File: src/sv/fst_pkg.sv
`timescale 1ns / 1ps
// ----------------------------------------------------------------------------
// fst_pkg
// Shared types, codes and helpers for the source tokenizer.
// ----------------------------------------------------------------------------
package fst_pkg;

    // result kind codes
    localparam logic [1:0] KIND_TEXT = 2'd0;
    localparam logic [1:0] KIND_END  = 2'd1;
    localparam logic [1:0] KIND_ERR  = 2'd2;

    // token types
    localparam logic [1:0] TOK_WORD   = 2'd0;
    localparam logic [1:0] TOK_NUMBER = 2'd1;
    localparam logic [1:0] TOK_STRING = 2'd2;

    // error codes
    localparam logic [1:0] ERR_NONE      = 2'd0;
    localparam logic [1:0] ERR_UNTERM    = 2'd1;
    localparam logic [1:0] ERR_ESC_RANGE = 2'd2;
    localparam logic [1:0] ERR_ESC_EMPTY = 2'd3;

    // characters
    localparam logic [7:0] CH_QUOTE  = 8'h22;
    localparam logic [7:0] CH_BSLASH = 8'h5C;
    localparam logic [7:0] CH_N      = 8'h6E;
    localparam logic [7:0] CH_R      = 8'h72;
    localparam logic [7:0] CH_T      = 8'h74;
    localparam logic [7:0] CH_ZERO   = 8'h30;
    localparam logic [7:0] CH_NINE   = 8'h39;
    localparam logic [7:0] CH_SPACE  = 8'h20;
    localparam logic [7:0] CH_TAB    = 8'h09;
    localparam logic [7:0] CH_LF     = 8'h0A;
    localparam logic [7:0] CH_CR     = 8'h0D;
    localparam logic [7:0] CH_PLUS   = 8'h2B;
    localparam logic [7:0] CH_MINUS  = 8'h2D;

    localparam logic [8:0] ESC_LIMIT = 9'd256;

    localparam int QUEUE_DEPTH = 4;
    localparam int QUEUE_AW    = $clog2(QUEUE_DEPTH);

    typedef enum logic [5:0] {
        MODE_IDLE = 6'b000001,
        MODE_WORD = 6'b000010,
        MODE_STR  = 6'b000100,
        MODE_ESC  = 6'b001000,
        MODE_NUM  = 6'b010000,
        MODE_ERR  = 6'b100000
    } mode_t;

    typedef struct packed {
        mode_t      mode;
        logic [7:0] first_byte;
        logic [1:0] bytes_seen;
        logic       is_number;
        logic [8:0] esc_value;
        logic       esc_digit;
    } tok_state_t;

    typedef struct packed {
        logic [1:0] kind;
        logic [7:0] text_byte;
        logic [1:0] token_type;
        logic [1:0] error_code;
        logic       last;
    } result_t;

    localparam tok_state_t STATE_CLEAR = '{
        mode: MODE_IDLE, first_byte: 8'd0, bytes_seen: 2'd0,
        is_number: 1'b0, esc_value: 9'd0, esc_digit: 1'b0
    };

    function automatic result_t mk_text(input logic [7:0] b);
        result_t r;
        r = '0;
        r.kind = KIND_TEXT;
        r.text_byte = b;
        return r;
    endfunction

    function automatic result_t mk_end(input logic [1:0] t);
        result_t r;
        r = '0;
        r.kind = KIND_END;
        r.token_type = t;
        return r;
    endfunction

    function automatic result_t mk_err(input logic [1:0] e);
        result_t r;
        r = '0;
        r.kind = KIND_ERR;
        r.error_code = e;
        return r;
    endfunction

    function automatic logic is_digit(input logic [7:0] b);
        return (b >= CH_ZERO) && (b <= CH_NINE);
    endfunction

    function automatic logic is_space(input logic [7:0] b);
        return (b == CH_SPACE) || (b == CH_TAB) || (b == CH_LF);
    endfunction

endpackage

File: src/sv/fst_step.sv
`timescale 1ns / 1ps
// ----------------------------------------------------------------------------
// fst_step
// Next-state and result logic for one source byte or end-of-input.
// ----------------------------------------------------------------------------
module fst_step (
    input  fst_pkg::tok_state_t st,
    input  logic [7:0]          in_byte,
    input  logic                end_of_input,
    output fst_pkg::tok_state_t st_next,
    output fst_pkg::result_t    res0,
    output fst_pkg::result_t    res1,
    output logic [1:0]          res_count
);
    import fst_pkg::*;

    logic [11:0] esc_times10;
    logic [8:0]  esc_sat;
    logic [3:0]  digit_val;

    assign digit_val   = in_byte[3:0] - CH_ZERO[3:0];
    // value * 10 + digit, value is at most 256 so 12 bits hold it
    assign esc_times10 = {st.esc_value, 3'b000} + {2'b00, st.esc_value, 1'b0}
                       + {8'd0, digit_val};
    assign esc_sat     = (esc_times10 > {3'd0, ESC_LIMIT}) ? ESC_LIMIT : esc_times10[8:0];

    always_comb begin
        st_next   = st;
        res0      = '0;
        res1      = '0;
        res_count = 2'd0;

        if (end_of_input) begin
            case (st.mode)
                MODE_WORD: begin
                    res0 = mk_end(st.is_number ? TOK_NUMBER : TOK_WORD);
                    res_count = 2'd1;
                end
                MODE_STR, MODE_ESC: begin
                    res0 = mk_err(ERR_UNTERM);
                    res_count = 2'd1;
                end
                MODE_NUM: begin
                    if (!st.esc_digit) begin
                        res0 = mk_err(ERR_ESC_EMPTY);
                    end else if (st.esc_value >= ESC_LIMIT) begin
                        res0 = mk_err(ERR_ESC_RANGE);
                    end else begin
                        res0 = mk_err(ERR_UNTERM);
                    end
                    res_count = 2'd1;
                end
                default: ;
            endcase
            st_next = STATE_CLEAR;
        end else begin
            case (st.mode)
                MODE_IDLE: begin
                    if (is_space(in_byte)) begin
                        st_next = st;
                    end else if (in_byte == CH_QUOTE) begin
                        st_next.mode = MODE_STR;
                    end else begin
                        res0 = mk_text(in_byte);
                        res_count = 2'd1;
                        st_next.mode = MODE_WORD;
                        st_next.first_byte = in_byte;
                        st_next.bytes_seen = 2'd1;
                        st_next.is_number = is_digit(in_byte);
                    end
                end
                MODE_WORD: begin
                    if (is_space(in_byte)) begin
                        res0 = mk_end(st.is_number ? TOK_NUMBER : TOK_WORD);
                        res_count = 2'd1;
                        st_next = STATE_CLEAR;
                    end else begin
                        res0 = mk_text(in_byte);
                        res_count = 2'd1;
                        if (st.bytes_seen == 2'd1) begin
                            // signed number: sign then digit
                            if ((st.first_byte == CH_PLUS || st.first_byte == CH_MINUS)
                                && is_digit(in_byte)) begin
                                st_next.is_number = 1'b1;
                            end
                            st_next.bytes_seen = 2'd2;
                        end
                    end
                end
                MODE_STR: begin
                    if (in_byte == CH_QUOTE) begin
                        res0 = mk_end(TOK_STRING);
                        res_count = 2'd1;
                        st_next = STATE_CLEAR;
                    end else if (in_byte == CH_BSLASH) begin
                        st_next.mode = MODE_ESC;
                    end else begin
                        res0 = mk_text(in_byte);
                        res_count = 2'd1;
                    end
                end
                MODE_ESC: begin
                    st_next.mode = MODE_STR;
                    res_count = 2'd1;
                    if (in_byte == CH_N) begin
                        res0 = mk_text(CH_LF);
                    end else if (in_byte == CH_R) begin
                        res0 = mk_text(CH_CR);
                    end else if (in_byte == CH_T) begin
                        res0 = mk_text(CH_TAB);
                    end else if (in_byte == CH_ZERO) begin
                        st_next.mode = MODE_NUM;
                        st_next.esc_value = 9'd0;
                        st_next.esc_digit = 1'b0;
                        res_count = 2'd0;
                    end else begin
                        res0 = mk_text(in_byte);
                    end
                end
                MODE_NUM: begin
                    if (is_digit(in_byte)) begin
                        st_next.esc_value = esc_sat;
                        st_next.esc_digit = 1'b1;
                    end else if (!st.esc_digit) begin
                        res0 = mk_err(ERR_ESC_EMPTY);
                        res_count = 2'd1;
                        st_next.mode = MODE_ERR;
                    end else if (st.esc_value >= ESC_LIMIT) begin
                        res0 = mk_err(ERR_ESC_RANGE);
                        res_count = 2'd1;
                        st_next.mode = MODE_ERR;
                    end else begin
                        // emit escaped byte, then handle the ending byte as in string mode
                        res0 = mk_text(st.esc_value[7:0]);
                        st_next.mode = MODE_STR;
                        st_next.esc_value = 9'd0;
                        st_next.esc_digit = 1'b0;
                        if (in_byte == CH_QUOTE) begin
                            res1 = mk_end(TOK_STRING);
                            res_count = 2'd2;
                            st_next = STATE_CLEAR;
                        end else if (in_byte == CH_BSLASH) begin
                            res_count = 2'd1;
                            st_next.mode = MODE_ESC;
                        end else begin
                            res1 = mk_text(in_byte);
                            res_count = 2'd2;
                        end
                    end
                end
                default: begin
                    st_next.mode = MODE_ERR;
                end
            endcase
        end

        if (res_count == 2'd1) begin
            res0.last = 1'b1;
        end else if (res_count == 2'd2) begin
            res1.last = 1'b1;
        end
    end

endmodule

File: src/sv/fst_queue.sv
`timescale 1ns / 1ps
// ----------------------------------------------------------------------------
// fst_queue
// Small result queue: takes up to two results a cycle, delivers one while out_ready is high.
// ----------------------------------------------------------------------------
module fst_queue (
    input  logic             aclk,
    input  logic             aresetn,
    input  logic [1:0]       push_count,
    input  fst_pkg::result_t push0,
    input  fst_pkg::result_t push1,
    output logic             has_room,
    output logic             out_valid,
    input  logic             out_ready,
    output fst_pkg::result_t out_data
);
    import fst_pkg::*;

    result_t             entry_reg [QUEUE_DEPTH];
    logic [QUEUE_AW-1:0] wr_ptr_reg, wr_ptr_next;
    logic [QUEUE_AW-1:0] rd_ptr_reg, rd_ptr_next;
    logic [QUEUE_AW:0]   count_reg,  count_next;
    logic                pop;
    logic [QUEUE_AW-1:0] wr_ptr_plus1;

    assign pop          = out_valid && out_ready;
    assign out_valid    = (count_reg != '0);
    assign out_data     = entry_reg[rd_ptr_reg];
    // room for the worst case of two results
    assign has_room     = (count_reg <= (QUEUE_AW+1)'(QUEUE_DEPTH - 2));
    assign wr_ptr_plus1 = wr_ptr_reg + 1'b1;

    always_comb begin
        wr_ptr_next = wr_ptr_reg + push_count[QUEUE_AW-1:0];
        rd_ptr_next = rd_ptr_reg + {{(QUEUE_AW-1){1'b0}}, pop};
        count_next  = count_reg + {{(QUEUE_AW-1){1'b0}}, push_count}
                    - {{QUEUE_AW{1'b0}}, pop};
    end

    always_ff @(posedge aclk) begin
        if (!aresetn) begin
            wr_ptr_reg <= '0;
            rd_ptr_reg <= '0;
            count_reg  <= '0;
        end else begin
            wr_ptr_reg <= wr_ptr_next;
            rd_ptr_reg <= rd_ptr_next;
            count_reg  <= count_next;
        end
    end

    always_ff @(posedge aclk) begin
        if (push_count != 2'd0) begin
            entry_reg[wr_ptr_reg] <= push0;
        end
        if (push_count == 2'd2) begin
            entry_reg[wr_ptr_plus1] <= push1;
        end
    end

endmodule

File: src/sv/forth_source_tokenizer_core.sv
`timescale 1ns / 1ps
// ----------------------------------------------------------------------------
// forth_source_tokenizer_core
// Whitespace-delimited tokenizer with quoted strings and escape decoding.
// ----------------------------------------------------------------------------
// Channel   Dir  tdata                                  tuser         tlast
// s_        in   [7:0] in_byte                          -             end_of_input
// m_        out  [7:0] text_byte, [9:8] token_type,     [1:0] kind    last result of item
//                [11:10] error_code
//
// One input transfer per cycle while s_tready is high: the tokenizer state updates
// in the accept cycle and the results are written into a four-entry result queue.
// s_tready is high while the queue has room for two results. A two-result item
// (numeric escape closed by another byte) always follows three items with no
// result, so with m_tready held high the input never stalls.
// Synchronous active-low reset returns to idle and empties the queue.
// ----------------------------------------------------------------------------
module forth_source_tokenizer_core (
    input  logic        aclk,
    input  logic        aresetn,
    input  logic        s_tvalid,
    output logic        s_tready,
    input  logic [7:0]  s_tdata,   // [7:0] in_byte
    input  logic        s_tlast,   // end_of_input
    output logic        m_tvalid,
    input  logic        m_tready,
    output logic [15:0] m_tdata,   // [7:0] text_byte, [9:8] token_type,
                                   // [11:10] error_code, [15:12] pad
    output logic [1:0]  m_tuser,   // [1:0] kind
    output logic        m_tlast
);
    import fst_pkg::*;

    tok_state_t state_reg, state_next;
    result_t    res0, res1, q_out;
    logic [1:0] res_count;
    logic [1:0] push_count;
    logic       accept;

    assign accept     = s_tvalid && s_tready;
    assign push_count = accept ? res_count : 2'd0;

    fst_step u_step (
        .st           (state_reg),
        .in_byte      (s_tdata),
        .end_of_input (s_tlast),
        .st_next      (state_next),
        .res0         (res0),
        .res1         (res1),
        .res_count    (res_count)
    );

    always_ff @(posedge aclk) begin
        if (!aresetn) begin
            state_reg <= STATE_CLEAR;
        end else if (accept) begin
            state_reg <= state_next;
        end
    end

    fst_queue u_queue (
        .aclk       (aclk),
        .aresetn    (aresetn),
        .push_count (push_count),
        .push0      (res0),
        .push1      (res1),
        .has_room   (s_tready),
        .out_valid  (m_tvalid),
        .out_ready  (m_tready),
        .out_data   (q_out)
    );

    assign m_tdata = {4'b0000, q_out.error_code, q_out.token_type, q_out.text_byte};
    assign m_tuser = q_out.kind;
    assign m_tlast = q_out.last;

endmodule
File: config.mk
export PLATFORM = sky130hd
export DESIGN_NAME = forth_source_tokenizer_core
export DESIGN_NICKNAME = d
export VERILOG_FILES = /design/src/sv/fst_pkg.sv /design/src/sv/fst_step.sv /design/src/sv/fst_queue.sv /design/src/sv/forth_source_tokenizer_core.sv
export SDC_FILE = /design/constraint.sdc
export NUM_CORES = 1
export LEC_CHECK = 0
export ABC_AREA = 1
export BUFFER_PORTS_ARGS = -buffer_cell sky130_fd_sc_hd__buf_2
export CORE_UTILIZATION = 55
export CTS_BUF_LIST = sky130_fd_sc_hd__clkbuf_8
export DETAILED_ROUTE_END_ITERATION = 16
export PLACE_DENSITY = 0.76
export SETUP_SLACK_MARGIN = 0.4
export SYNTH_ARGS = -nofsm -noshare
export SYNTH_HDL_FRONTEND = slang
export SYNTH_SLANG_ARGS = --single-unit
File: constraint.sdc
create_clock -name aclk -period 3.6 [get_ports aclk]
set_input_delay 0.18 -clock aclk [delete_from_list [all_inputs] [get_ports aclk]]
set_output_delay 0.18 -clock aclk [all_outputs]
set_load 0.02 [all_outputs]
**After elaboration in Yosys (flattened, before gate mapping)**

Memory sizes are Yosys's and may differ from the RTL's. A register that Yosys moved wholly into a read port is not among the register bits.
Index checks and enable logic that the tools add are counted.

- Input bits: 13
- RAM bits: 60
- Word-level logic and storage cells: 159
- Memories kept: 1
- Bits in registers: 34

- Equality and inequality tests: 37
- Reduce and logical (&&, ||, !) cells: 19
- $add $sub $neg: 7
- $lt $le $gt $ge: 5
- Muxes and demuxes: 81

Memories:

| memory | words | width | rd ports | clocked after Yosys merged registers in | write ports | RTL line | text |
|---|---|---|---|---|---|---|---|
| u_queue.entry_reg | 4 | 15 | 1 | 1 | 2 | fst_queue.sv:19 | `result_t entry_reg [QUEUE_DEPTH];` |

Operators by type and width:

| kind | number |
|---|---|
| 15-bit two-way mux | 14 |
| 21-bit two-way mux | 4 |
| 15-bit one-hot mux with 5 select lines | 1 |
| 10-bit two-way mux | 6 |
| 6-bit two-way mux | 8 |
| 15-bit one-hot mux with 3 select lines | 1 |
| 11-bit one-hot mux with 4 select lines | 1 |
| 14-bit two-way mux | 3 |
| 8-bit by 6-bit == test with 1-bit output (second input constant) | 5 |
| 10-bit one-hot mux with 4 select lines | 1 |
| 13-bit two-way mux | 3 |
| 17-bit two-way mux | 2 |
| 8-bit by 7-bit == test with 1-bit output (second input constant) | 4 |
| 6-bit one-hot mux with 5 select lines | 1 |
| 10-bit AND reduction | 3 |
| 27-bit two-way mux | 1 |
| 3-bit inequality test (second input constant) | 8 |
| 2-bit two-way mux | 11 |
| 8-bit by 4-bit == test with 1-bit output (second input constant) | 2 |
| 1-bit two-way mux | 15 |
| 12-bit by 10-bit adder with 12-bit output | 1 |
| 12-bit by 4-bit adder with 12-bit output | 1 |
| 12-bit by 9-bit > comparator with 1-bit output (second input constant) | 1 |
| 3-bit two-way mux | 4 |
| 34 further kinds | 48 |

**Longest topological paths before layout**

Gate-level depths: netlist of the first run.

- Word-level depth: 12
- Gate-level depth with buffers: 18
- Depth with buffers taken out: 17

**Modules after synthesis**

A second synthesis of the first run with hierarchy kept.

- Cells, all modules: 957
- Area total of the unflattened synthesis: 6915.4 sq um

Modules (own cells, without submodules):

| module | cells each | instances | sequential area each (sq um) | area each (sq um) |
|---|---|---|---|---|
| fst_queue | 349 | 1 | 1941.9 | 3464.6 |
| fst_step | 430 | 1 | 0.0 | 2289.7 |
| forth_source_tokenizer_core | 178 | 1 | 540.5 | 1161.1 |

**Least setup slack after synthesis of the first run**

OpenSTA, ideal clock, no wires.

- Kind: register to register
- Start point: register state_reg[1] in the netlist's numbering
- End point: register state_reg[1] in the netlist's numbering
- Setup time: 0.070 ns
- Period minus slack after synthesis: 2.375 ns
- Slack: 1.225 ns
- Arrival: 2.305 ns
- Stages on the path, launching flop included: 15
- Cells stage by stage: dfxtp_1 -> fa_1 -> inv_1 -> fa_1 -> inv_1 -> nand3_1 -> nand2_1 -> nand2_1 -> nand3_1 -> nand2_1 -> nor2_1 -> nand2_1 -> nand2_1 -> nand3_1 -> a21oi_1

- Word-level cells in the longest chain between the ends: 7
- Elaborated cells between the ends (all ways): 10
- Those cells by class: add/sub: 2; order compare: 2; eq/ne: 1; mux: 4; reduce/logical: 1

RTL lines:

| what | RTL line | text |
|---|---|---|
| start, declared | forth_source_tokenizer_core.sv:34 | `tok_state_t state_reg, state_next;` |
| start signal, assigned | forth_source_tokenizer_core.sv:57 | `state_reg <= state_next;` |
| 12-bit by 10-bit adder with 12-bit output | fst_step.sv:23 | `assign esc_times10 = {st.esc_value, 3'b000} + {2'b00, st.esc_value, 1'b0}` |
| 12-bit by 4-bit adder with 12-bit output | fst_step.sv:24 | `+ {8'd0, digit_val};` |
| 12-bit by 9-bit > comparator with 1-bit output | fst_step.sv:25 | `assign esc_sat = (esc_times10 > {3'd0, ESC_LIMIT}) ? ESC_LIMIT : esc_times10[8:0];` |
| 9-bit two-way mux | fst_step.sv:25 |  |
| 10-bit two-way mux | fst_step.sv:121 | `if (is_digit(in_byte)) begin` |
| 10-bit one-hot mux with 4 select lines | fst_step.sv:57 | `case (st.mode)` |
| 27-bit two-way mux | fst_step.sv:33 | `if (end_of_input) begin` |

Several ways; a longest one is shown, not always the timed one.
A chain may end at the register's enable or synchronous reset.

**Worst setup path after layout of the first run**

- Start point: register state_reg[1] in the netlist's numbering
- End point: register state_reg[7] in the netlist's numbering

The elaborated chain is that of the path after synthesis.

==> results of run 1 <==
-- worst max-delay path, delay by kind of cell, from the launching register on --
family,cells,cell delay [ps]
flops,1,360
simple gates,9,1040
compound gates,1,130
buf+inv,2,160
fa+ha+maj,2,1010
-- path summary, 6_finish.rpt --
check,startpoint,end,slack [ps]
setup / recovery,state_reg[1]$_SDFFE_PN0P_,state_reg[7]$_SDFFE_PN0P_,830
hold / removal,s_tdata[5],state_reg[18]$_SDFFE_PN0P_,130
setup reg to reg,state_reg[1]$_SDFFE_PN0P_,state_reg[7]$_SDFFE_PN0P_,830
hold reg to reg,state_reg[10]$_SDFFE_PN0P_,state_reg[10]$_SDFFE_PN0P_,460
-- cell families (layout without fill, tap and decap cells) --
| kind of cell | count (synthesis) | count (layout) | share of synthesized area |
|---|---|---|---|
| AO/OA/AOI/OAI | 167 | 167 | 0.146 |
| adder cells (fa/ha/maj) | 26 | 26 | 0.0537 |
| AND/OR/NAND/NOR | 472 | 472 | 0.343 |
| flip-flops | 94 | 94 | 0.359 |
| other | 1 | 4 | 0.000579 |
| XOR/XNOR | 5 | 5 | 0.00677 |
| buffers and inverters | 128 | 139 | 0.0906 |
-- power groups by stage --
stage / Sequential [mW] / Combinational (mW) / Clock, mW
after floorplan: 1.37 / 1.01 / 0
after global placement: 1.39 / 1.29 / 0
after detailed placement: 1.39 / 1.30 / 0
after CTS: 1.37 / 1.30 / 0.722
after global routing: 1.40 / 1.46 / 0.768
final: 1.37 / 1.31 / 0.705
-- cell usage after synthesis (2+ instances only) --
cell,n
nand2_1,198
nand3_1,100
nor2_1,98
inv_1,78
o21ai_0,69
a21oi_1,51
dfxtp_1,50
edfxtp_1,44
ha_1,23
o22ai_1,19
clkbuf_1,17
nand2_2,14
nand4_1,14
nor2_4,11
buf_6,10
inv_2,10
o21ai_2,9
nor3_1,8
buf_4,6
nor2_2,6
o21ai_1,6
nand2_4,5
a22oi_1,4
and2_1,4
buf_2,3
fa_1,3
nand3_2,3
nor3_2,3
xnor2_1,3
nand3b_1,2
nor4_1,2
xor2_1,2
-- cell type report --
class | count | area [sq um] | share of cell area
multi-input combinational | 674 | 3580 | 0.527
sequential | 94 | 2320 | 0.342
inverter | 91 | 345 | 0.0509
tap | 143 | 179 | 0.0264
timing repair buffer | 32 | 168 | 0.0247
clock buffer | 9 | 124 | 0.0183
clock inverter | 7 | 67.6 | 0.00996
-- through the flow --
step                worst slack, ps  cell area (sq um)  instances   util
CTS                             822               6780       1050  0.591
global placement                845               6590       1034  0.575
finish                          828               6780       1050  0.591
detailed placement              808               6590       1034  0.575
floorplan                      1220               6480        896      -
global route                    599               6780       1050  0.591
-- per-layer routing --
| layer | routed length, um | global-route usage | vias to the layer above |
|---|---|---|---|
| li1 | - | - | 3003 |
| met1 | 7310 | 0.390 | 2760 |
| met2 | 7760 | 0.444 | 298 |
| met3 | 1350 | 0.0675 | 49 |
| met4 | 507 | 0.112 | 0 |
| met5 | 0 | 0 | - |
-- placed cells by master, fill, tap and decap left out, types with 23 or more instances in the layout --
cell type	n
buf_2	29
nor2_1	98
dfxtp_1	50
edfxtp_1	44
o21ai_0	69
nand2_1	198
nand3_1	100
inv_1	80
a21oi_1	51
ha_1	23
==> flow_metrics.tcl, run 1 <==
set metrics [dict create \
    synthDominantAreaCellType "edfxtp_1" \
    final_setup_violation_count 0 \
    cell_internal_pwr_mw 2.00 \
    hold_path_class "in2reg" \
    clock_latency_ps 380 \
    starting_density_of_the_core 0.565 \
    clock_pin_transition_on_the_worst_setup_and_hold_timing_paths_ps 90 \
    ios 34 \
    critPathMostFrequentCell "nand2_1" \
    cts.repair.resized 0 \
    cts.hold.buffers_added 0 \
    post-cts-setup-buffer-count 0 \
    clock_tree.htree_level_count 3 \
    static_leakage_power_nw 3.02 \
    hpwl_um 12500 \
    synth_async_sr_flop_share 0 \
    routedWlPerCell_um 16.1 \
    placementRows 39 \
    final-max-slew-violation-count 0 \
    synth-seq-area-share 0.359 \
    holdPathStages 3 \
    yosys_warnings 0 \
    cts_tree "yes" \
    worst-r2r-cell-count 14 \
    critPathMaxStageDelay_ps 560 \
    antenna-diode-count 0 \
    maxCapViolCount 0 \
    grt_ovf 0 \
    netlist.area_leader.share 0.204 \
    drcViolationCount 0 \
    report.final.hold_viol_count 0 \
    synth_cell_type_count 50 \
    drt_wl_total_um 16900 \
    routed_via_density 5.82 \
    dr_total_vias 6110 \
    timing.critical_path.to_type "register" \
    data_required_time_of_the_worst_path_ps 3900 \
    grt_start_max_net_pins 33 \
    fp.dieH_um 110 \
    post-route-min-period_ps 2770 \
    final.period_utilization 0.770 \
    worstPathCellList "fa_1 > inv_1 > fa_1 > inv_1 > nand3_1 > nand2_1 > nand2_1 > nand3b_1 > nand2_1 > nor2_1 > nand3_1 > nand2_1 > nand3_1 > a21oi_1" \
    cts_inserted_buffers 9 \
    die_x_um 110 \
    clkSinkCount 94 \
    power_switching_share 0.410 \
    p_total_mw 3.39 \
    timing.critical_path.slowest_stage_cell "fa_1" \
    ctsLongestPathBuffers 2 \
    pwr-share-clk 0.208 \
    power_frac_comb 0.387 \
    power_switching_mw 1.39 \
    final.setup.tns_ps 0 \
    seq_power_share 0.405 \
    max_freq_mhz 361 \
    fin_worst_skew_ps 10.9 \
    place.port_buffers 29 \
    outcome "finished, final reports clean" \
    maxSlewHeadroom 0.442 \
    synth_flop_cell "dfxtp_1" \
    mean_instance_size_in_the_synthesized_netlist_sq_um 7.25 \
    crit_path_class "reg2reg" \
    synth_enable_flop_cells 44 \
    ys_top_cells_by_area "edfxtp_1 20%, dfxtp_1 15%, nand2_1 11%, nand3_1 7.7%, nor2_1 5.7%" \
    initialDrtViolationCount 669 \
    first_global_vias 5570 \
    num-fill-cells 1107 \
    mappedNetlistArea_sq_um 6470 \
    syn-instance-count 893 \
    layout.nets 941 \
    synth.ff_latch_count 94 \
    powerDensity_nw_per_um2 500 \
    grt_pass1_wl_um 28200 \
    startpoint_type_of_the_worst_setup_path "register" \
    die_area_sq_um 12200 \
    drt_first_pass_iters 5 \
    rsz0062_at_grt "no" \
    crit_path_max_fanout 8 \
    power.ir.vdd_worst_mv 0.367 \
    worst_hold_slack_ps 125 \
    groute.usage.overall 0.288 \
    synthToLayoutAreaGrowth_pct 4.75 \
    core-area_sq_um 11500 \
    critical_path_arrival_ps 3070 \
    clock-root-buffer "clkbuf_8" \
    grt_antenna_before_repair 0 \
    largest_reg_flops 60 \
    globalplace.congestion 1.04 \
    tightestPinTransition_ps 836 \
    layout-drive-gt1-share 0.128 \
    ant_nets 0 \
]
No activity file was read; power rests on OpenSTA's default activity.
==> run 2, diff against run 1 <==
==> constraint.sdc (replaced) <==
create_clock -name aclk -period 2.8 [get_ports aclk]
set_input_delay 0.14 -clock aclk [delete_from_list [all_inputs] [get_ports aclk]]
set_output_delay 0.14 -clock aclk [all_outputs]
set_load 0.02 [all_outputs]
==> run 2 against run 1 <==
Worst hold slack got worse by 45 ps; largest cell class unchanged; critical path type unchanged; highest routed layer unchanged; fmax increased by 9.8%; critical path depth is 2 lower.
==> flow_metrics.tcl, run 2 (same netlist as run 1, synthesis figures left out) <==
set metrics [dict create \
    final.setup.tns_ps 0 \
    timing.critical_path.to_type "register" \
    postLayoutSetupSlackWorst_ps 275 \
    layout-drive-gt1-share 0.206 \
    outcome "finished, final reports clean" \
    fin_area_sq_um 7170 \
    drt_first_pass_iters 5 \
    maxCapViolCount 0 \
    hpwl_um 12600 \
    tightestPinTransition_ps 833 \
    most-common-layout-cells "187 x nand2_1, 93 x nor2_1, 90 x nand3_1, 77 x inv_1, 68 x o21ai_0" \
    layout.nets 965 \
    ant_nets 0 \
    final_setup_violation_count 0 \
    fp.dieH_um 110 \
    clock_tree.htree_level_count 3 \
    crit_path_class "reg2reg" \
    placementRows 39 \
    max_freq_mhz 396 \
    cts_tree "yes" \
    core-area_sq_um 11500 \
    clock-root-buffer "clkbuf_8" \
    clock_latency_ps 390 \
    report.final.hold_viol_count 0 \
    static_leakage_power_nw 3.15 \
    placedCellCount 1048 \
    grt_start_max_net_pins 33 \
    grt_pass1_wl_um 28000 \
    post-route-min-period_ps 2520 \
    die_area_sq_um 12200 \
    drcViolationCount 0 \
    crit_path_max_fanout 8 \
    grt_antenna_before_repair 0 \
    synthToLayoutAreaGrowth_pct 10.8 \
    rsz0062_at_grt "yes" \
    clkSinkCount 94 \
    final.period_utilization 0.902 \
    dp_slack_ps 131 \
    initialDrtViolationCount 609 \
    num-fill-cells 1065 \
    largest_reg_flops 60 \
    drt_wl_total_um 17500 \
    antenna-diode-count 0 \
    die_x_um 110 \
    cts.hold.buffers_added 0 \
    dr_total_vias 6265 \
    postLayoutCoreUtil 0.626 \
    cts_inserted_buffers 9 \
    critical_path_arrival_ps 2820 \
    placement.cell_area_sq_um 6700 \
    startpoint_type_of_the_worst_setup_path "register" \
    clock_pin_transition_on_the_worst_setup_and_hold_timing_paths_ps 100 \
    grt_ovf 0 \
    groute.usage.overall 0.284 \
    routedWlPerCell_um 16.3 \
    ios 34 \
    final_cell_count_no_fill 1074 \
    first_global_vias 5715 \
    hold_path_class "in2reg" \
    final-max-slew-violation-count 0 \
    starting_density_of_the_core 0.565 \
    power.ir.vdd_worst_mv 0.447 \
    fin_worst_skew_ps 17.0 \
    maxSlewHeadroom 0.444 \
    place.port_buffers 29 \
    ctsLongestPathBuffers 2 \
    globalplace.congestion 1.00 \
    routed_via_density 5.83 \
    layout_commonest_cell "nand2_1" \
    data_required_time_of_the_worst_path_ps 3100 \
    powerDensity_nw_per_um2 617 \
]
[run 2: cell types whose count changed in the layout (fill, tap and decap cells not counted), sizes merged]
cell | previous run | this run
clkinvlp | 1 | 3
buf | 32 | 56
inv | 92 | 91
clkinv | 4 | 3
[run 2: timing repair]
| action | 4_1_cts | 5_1_grt |
|---|---|---|
| pin swaps | 10 | 9 |
| gates resized for setup | 17 | 47 |
| gates cloned | 0 | 0 |
| buffers inserted | 3 | 7 |
| endpoints found under the setup margin | 12 | 101 |
[run 2: layer usage]
layer | track usage | up-vias | routed length, um
li1 | - | 3063 | -
met1 | 0.383 | 2861 | 7480
met2 | 0.450 | 297 | 8060
met3 | 0.0521 | 44 | 1460
met4 | 0.112 | 0 | 497
met5 | 0 | - | 0
[run 2: per-stage QoR]
step / hold WS (ps) / total power, mW
global placement: 450 / 3.48
finish: 79.7 / 4.42
floorplan: 297 / 3.06
global route: 99.6 / 4.70
CTS: 91.0 / 4.38
detailed placement: 449 / 3.50
[run 2: final timing paths]
path                                    from                          to  slack, ps  cells after the start
setup / recovery   state_reg[2]$_SDFFE_PN0P_   state_reg[6]$_SDFFE_PN0P_        280                     12
setup reg to reg   state_reg[2]$_SDFFE_PN0P_   state_reg[6]$_SDFFE_PN0P_        280                     12
hold / removal                    s_tdata[0]   state_reg[1]$_SDFFE_PN0P_         80                      3
hold reg to reg   state_reg[17]$_SDFFE_PN0P_  state_reg[17]$_SDFFE_PN0P_        480                      2
[run 2: worst max-delay path, cell delays in order (launching register included)]
cell	delay (ps)
dfxtp_2	350
ha_1	280
ha_2	210
inv_1	80
fa_2	580
nand3_1	90
nor2_1	110
nand3_1	110
nor2_2	130
nand3_2	110
nand2_4	150
nand3_2	100
a21oi_2	150
[run 2: layout make-up]
type                    count  area (sq um)  share of cell area
multi-input cells         674          3770               0.526
well taps                 143           179              0.0249
inverters                  91           349              0.0487
repair buffers             56           348              0.0485
flip-flops and latches     94          2340               0.326
clock buffers               9           124              0.0173
clock inverters             7          61.3             0.00855
[run 2: power breakdown]
part / leakage (nW) / switching, mW / internal, mW / total [mW]
Clock: 0.0990 / 0.493 / 0.402 / 0.895
Sequential: 0.784 / 0.114 / 1.64 / 1.75
Combinational: 2.26 / 1.20 / 0.573 / 1.78
==> run 3, diff against run 2 <==
--- a/config.mk
+++ b/config.mk
@@ -5,10 +5,10 @@
 export SDC_FILE = /design/constraint.sdc
 export NUM_CORES = 1
 export LEC_CHECK = 0
-export ABC_AREA = 1
-export BUFFER_PORTS_ARGS = -buffer_cell sky130_fd_sc_hd__buf_2
+export BUFFER_PORTS_ARGS = -buffer_cell sky130_fd_sc_hd__buf_4
 export CORE_UTILIZATION = 55
 export CTS_BUF_LIST = sky130_fd_sc_hd__clkbuf_8
+export CTS_CLUSTER_DIAMETER = 100
 export DETAILED_ROUTE_END_ITERATION = 16
 export PLACE_DENSITY = 0.76
 export SETUP_SLACK_MARGIN = 0.4
==> run 3 against run 2 <==
The run now ends with setup timing left; sequential share of layout area fell by 2.4 points; utilization rose by 13 points; clock power rose by 2.3%; register-to-register slack got worse by 610 ps; largest power group is now registers.
==> flow_metrics.tcl, run 3 <==
set metrics [dict create \
    postLayoutSetupSlackWorst_ps -334 \
    yosys_warnings 0 \
    initialDrtViolationCount 510 \
    num-fill-cells 654 \
    placement.cell_area_sq_um 6620 \
    drt_wl_total_um 17800 \
    place.port_buffers 29 \
    ys_top_cells_by_area "edfxtp_1 23%, dfxtp_1 17%, mux4_2 5.8%, ha_1 5.0%, nand2_1 3.7%" \
    final-max-slew-violation-count 0 \
    power.ir.vdd_worst_mv 0.345 \
    power_switching_share 0.342 \
    clock_pin_transition_on_the_worst_setup_and_hold_timing_paths_ps 100 \
    grt_pass1_wl_um 26100 \
    fin_worst_skew_ps 20.7 \
    synth-seq-area-share 0.399 \
    critical_path_arrival_ps 3450 \
    synth_flop_cell "dfxtp_1" \
    fin_area_sq_um 7750 \
    grt_antenna_before_repair 0 \
    starting_density_of_the_core 0.566 \
    power_switching_mw 1.31 \
    die_x_um 105 \
    data_required_time_of_the_worst_path_ps 3120 \
    synth_cell_type_count 82 \
    clock_tree.htree_level_count 3 \
    groute.usage.overall 0.299 \
    most-common-layout-cells "93 x buf_4, 49 x nand2_1, 44 x edfxtp_1, 40 x dfxtp_1, 32 x nor2_1" \
    sequential_cell_area_sq_um 2340 \
    synth_enable_flop_cells 44 \
    cts.hold.buffers_added 0 \
    rsz0062_at_grt "yes" \
    placementRows 37 \
    clock-root-buffer "clkbuf_8" \
    maxSlewHeadroom 0.475 \
    mean_instance_size_in_the_synthesized_netlist_sq_um 10.0 \
    static_leakage_power_nw 2.85 \
    final.period_utilization 1.12 \
    core-area_sq_um 10300 \
    ant_nets 0 \
    ctsLongestPathBuffers 2 \
    tightestPinTransition_ps 787 \
    post-route-min-period_ps 3130 \
    first_global_vias 5174 \
    syn-instance-count 581 \
    synthToLayoutAreaGrowth_pct 33.3 \
    powerDensity_nw_per_um2 496 \
    largest_reg_flops 60 \
    clkSinkCount 94 \
    drcViolationCount 0 \
    hpwl_um 11600 \
    report.final.hold_viol_count 0 \
    ios 34 \
    netlist.area_leader.share 0.227 \
    violations "setup timing" \
    synth.top_cells.by_count "57 x nand2_1, 50 x dfxtp_1, 44 x edfxtp_1, 39 x nor2_1, 34 x o22ai_1" \
    synth.ff_latch_count 94 \
    layout_commonest_cell "buf_4" \
    grt_start_max_net_pins 32 \
    crit_path_class "reg2reg" \
    synthDominantAreaCellType "edfxtp_1" \
    cts_tree "yes" \
    clock_latency_ps 380 \
    drt_first_pass_iters 5 \
    area_of_the_multi_input_gates_sq_um 3870 \
    power_frac_comb 0.346 \
    antenna-diode-count 0 \
    globalplace.congestion 0.912 \
    hold_path_class "in2reg" \
    fp.dieH_um 105 \
    final_setup_violation_count 9 \
    yosys.cell_count.top_type "nand2_1" \
    routed_via_density 6.66 \
    layout-drive-gt1-share 0.397 \
    pwr-share-clk 0.238 \
    mappedNetlistArea_sq_um 5810 \
    max_freq_mhz 319 \
    startpoint_type_of_the_worst_setup_path "register" \
    cell_internal_pwr_mw 2.53 \
    timing.critical_path.to_type "register" \
    cts_inserted_buffers 9 \
    die_area_sq_um 11000 \
    grt_ovf 0 \
    layout.nets 725 \
    crit_path_max_fanout 5 \
    maxCapViolCount 0 \
    dr_total_vias 5504 \
    worst_hold_slack_ps 74.7 \
    outcome "complete, but fails checks" \
    synth_async_sr_flop_share 0 \
    final.setup.tns_ps -2230 \
    seq_power_share 0.415 \
    routedWlPerCell_um 21.5 \
]
==> run 3: layout make-up <==
type	count	area share
Inverter	16	0.00905
Multi-Input combinational cell	443	0.500
Timing Repair Buffer	122	0.141
Clock inverter	6	0.00808
Sequential cell	94	0.302
Tap cell	136	0.0220
Clock buffer	10	0.0178
==> run 3: cells by family after synthesis <==
kind of cell | Yosys count | share of synthesized area
buf+inv | 53 | 0.0454
flops | 94 | 0.399
mux | 23 | 0.0719
fa+ha+maj | 26 | 0.0598
xor+xnor | 13 | 0.0196
compound gates | 151 | 0.194
other cells | 1 | 0.000645
simple gates | 220 | 0.209
==> run 3: through the flow <==
step | util | worst slack, ps | std cells | total power [mW]
6_report | 0.754 | -334 | 827 | 3.84
5_1_grt | 0.754 | -442 | 827 | 3.98
4_1_cts | 0.693 | -246 | 802 | 3.68
3_5_place_dp | 0.644 | -242 | 767 | 2.75
3_3_place_gp | 0.644 | -164 | 767 | 2.72
2_1_floorplan | - | -1.07 | 584 | 2.42
==> run 3: worst max-delay path, cell delays in order, from the launching register on <==
cell and delay (ps):
dfxtp_2 340, fa_2 590, ha_4 220, a211oi_4 210, o21bai_1 140, a21oi_2 260
xnor2_2 110, or4b_4 570, a2111oi_4 310, buf_4 200, a22o_1 130
==> run 3: per-layer routing <==
metal  vias to the layer above  share of wire  track usage
met1                      2653           0.39        0.385
met5                         -              0            0
met3                        90          0.073       0.0536
met2                       339           0.49        0.507
li1                       2422              -            -
met4                         0          0.049        0.106
==> run 3: final timing paths <==
path                                    from                          to  slack, ps  cells after the start
setup reg to reg   state_reg[1]$_SDFFE_PN0P_   state_reg[2]$_SDFFE_PN0P_       -330                     10
setup / recovery   state_reg[1]$_SDFFE_PN0P_   state_reg[2]$_SDFFE_PN0P_       -330                     10
hold / removal                    s_tdata[0]  state_reg[13]$_SDFFE_PN0P_         70                      3
hold reg to reg   state_reg[18]$_SDFFE_PN0P_  state_reg[18]$_SDFFE_PN0P_        460                      2
==> run 3: timing repair <==
item	4_1_cts	5_1_grt
setup endpoints to repair	102	122
gates cloned	3	7
pin swaps	20	33
gates resized for setup	34	86
buffers inserted	16	18
endpoints found under the hold margin	0	0
==> run 3: power by group through the flow <==
stage	clock, mW	combinational (mW)	sequential, mW
2_1_floorplan	0	0.834	1.59
3_3_place_gp	0	1.10	1.62
3_5_place_dp	0	1.13	1.62
4_1_cts	0.916	1.17	1.59
5_1_grt	0.960	1.42	1.61
6_report	0.916	1.33	1.60
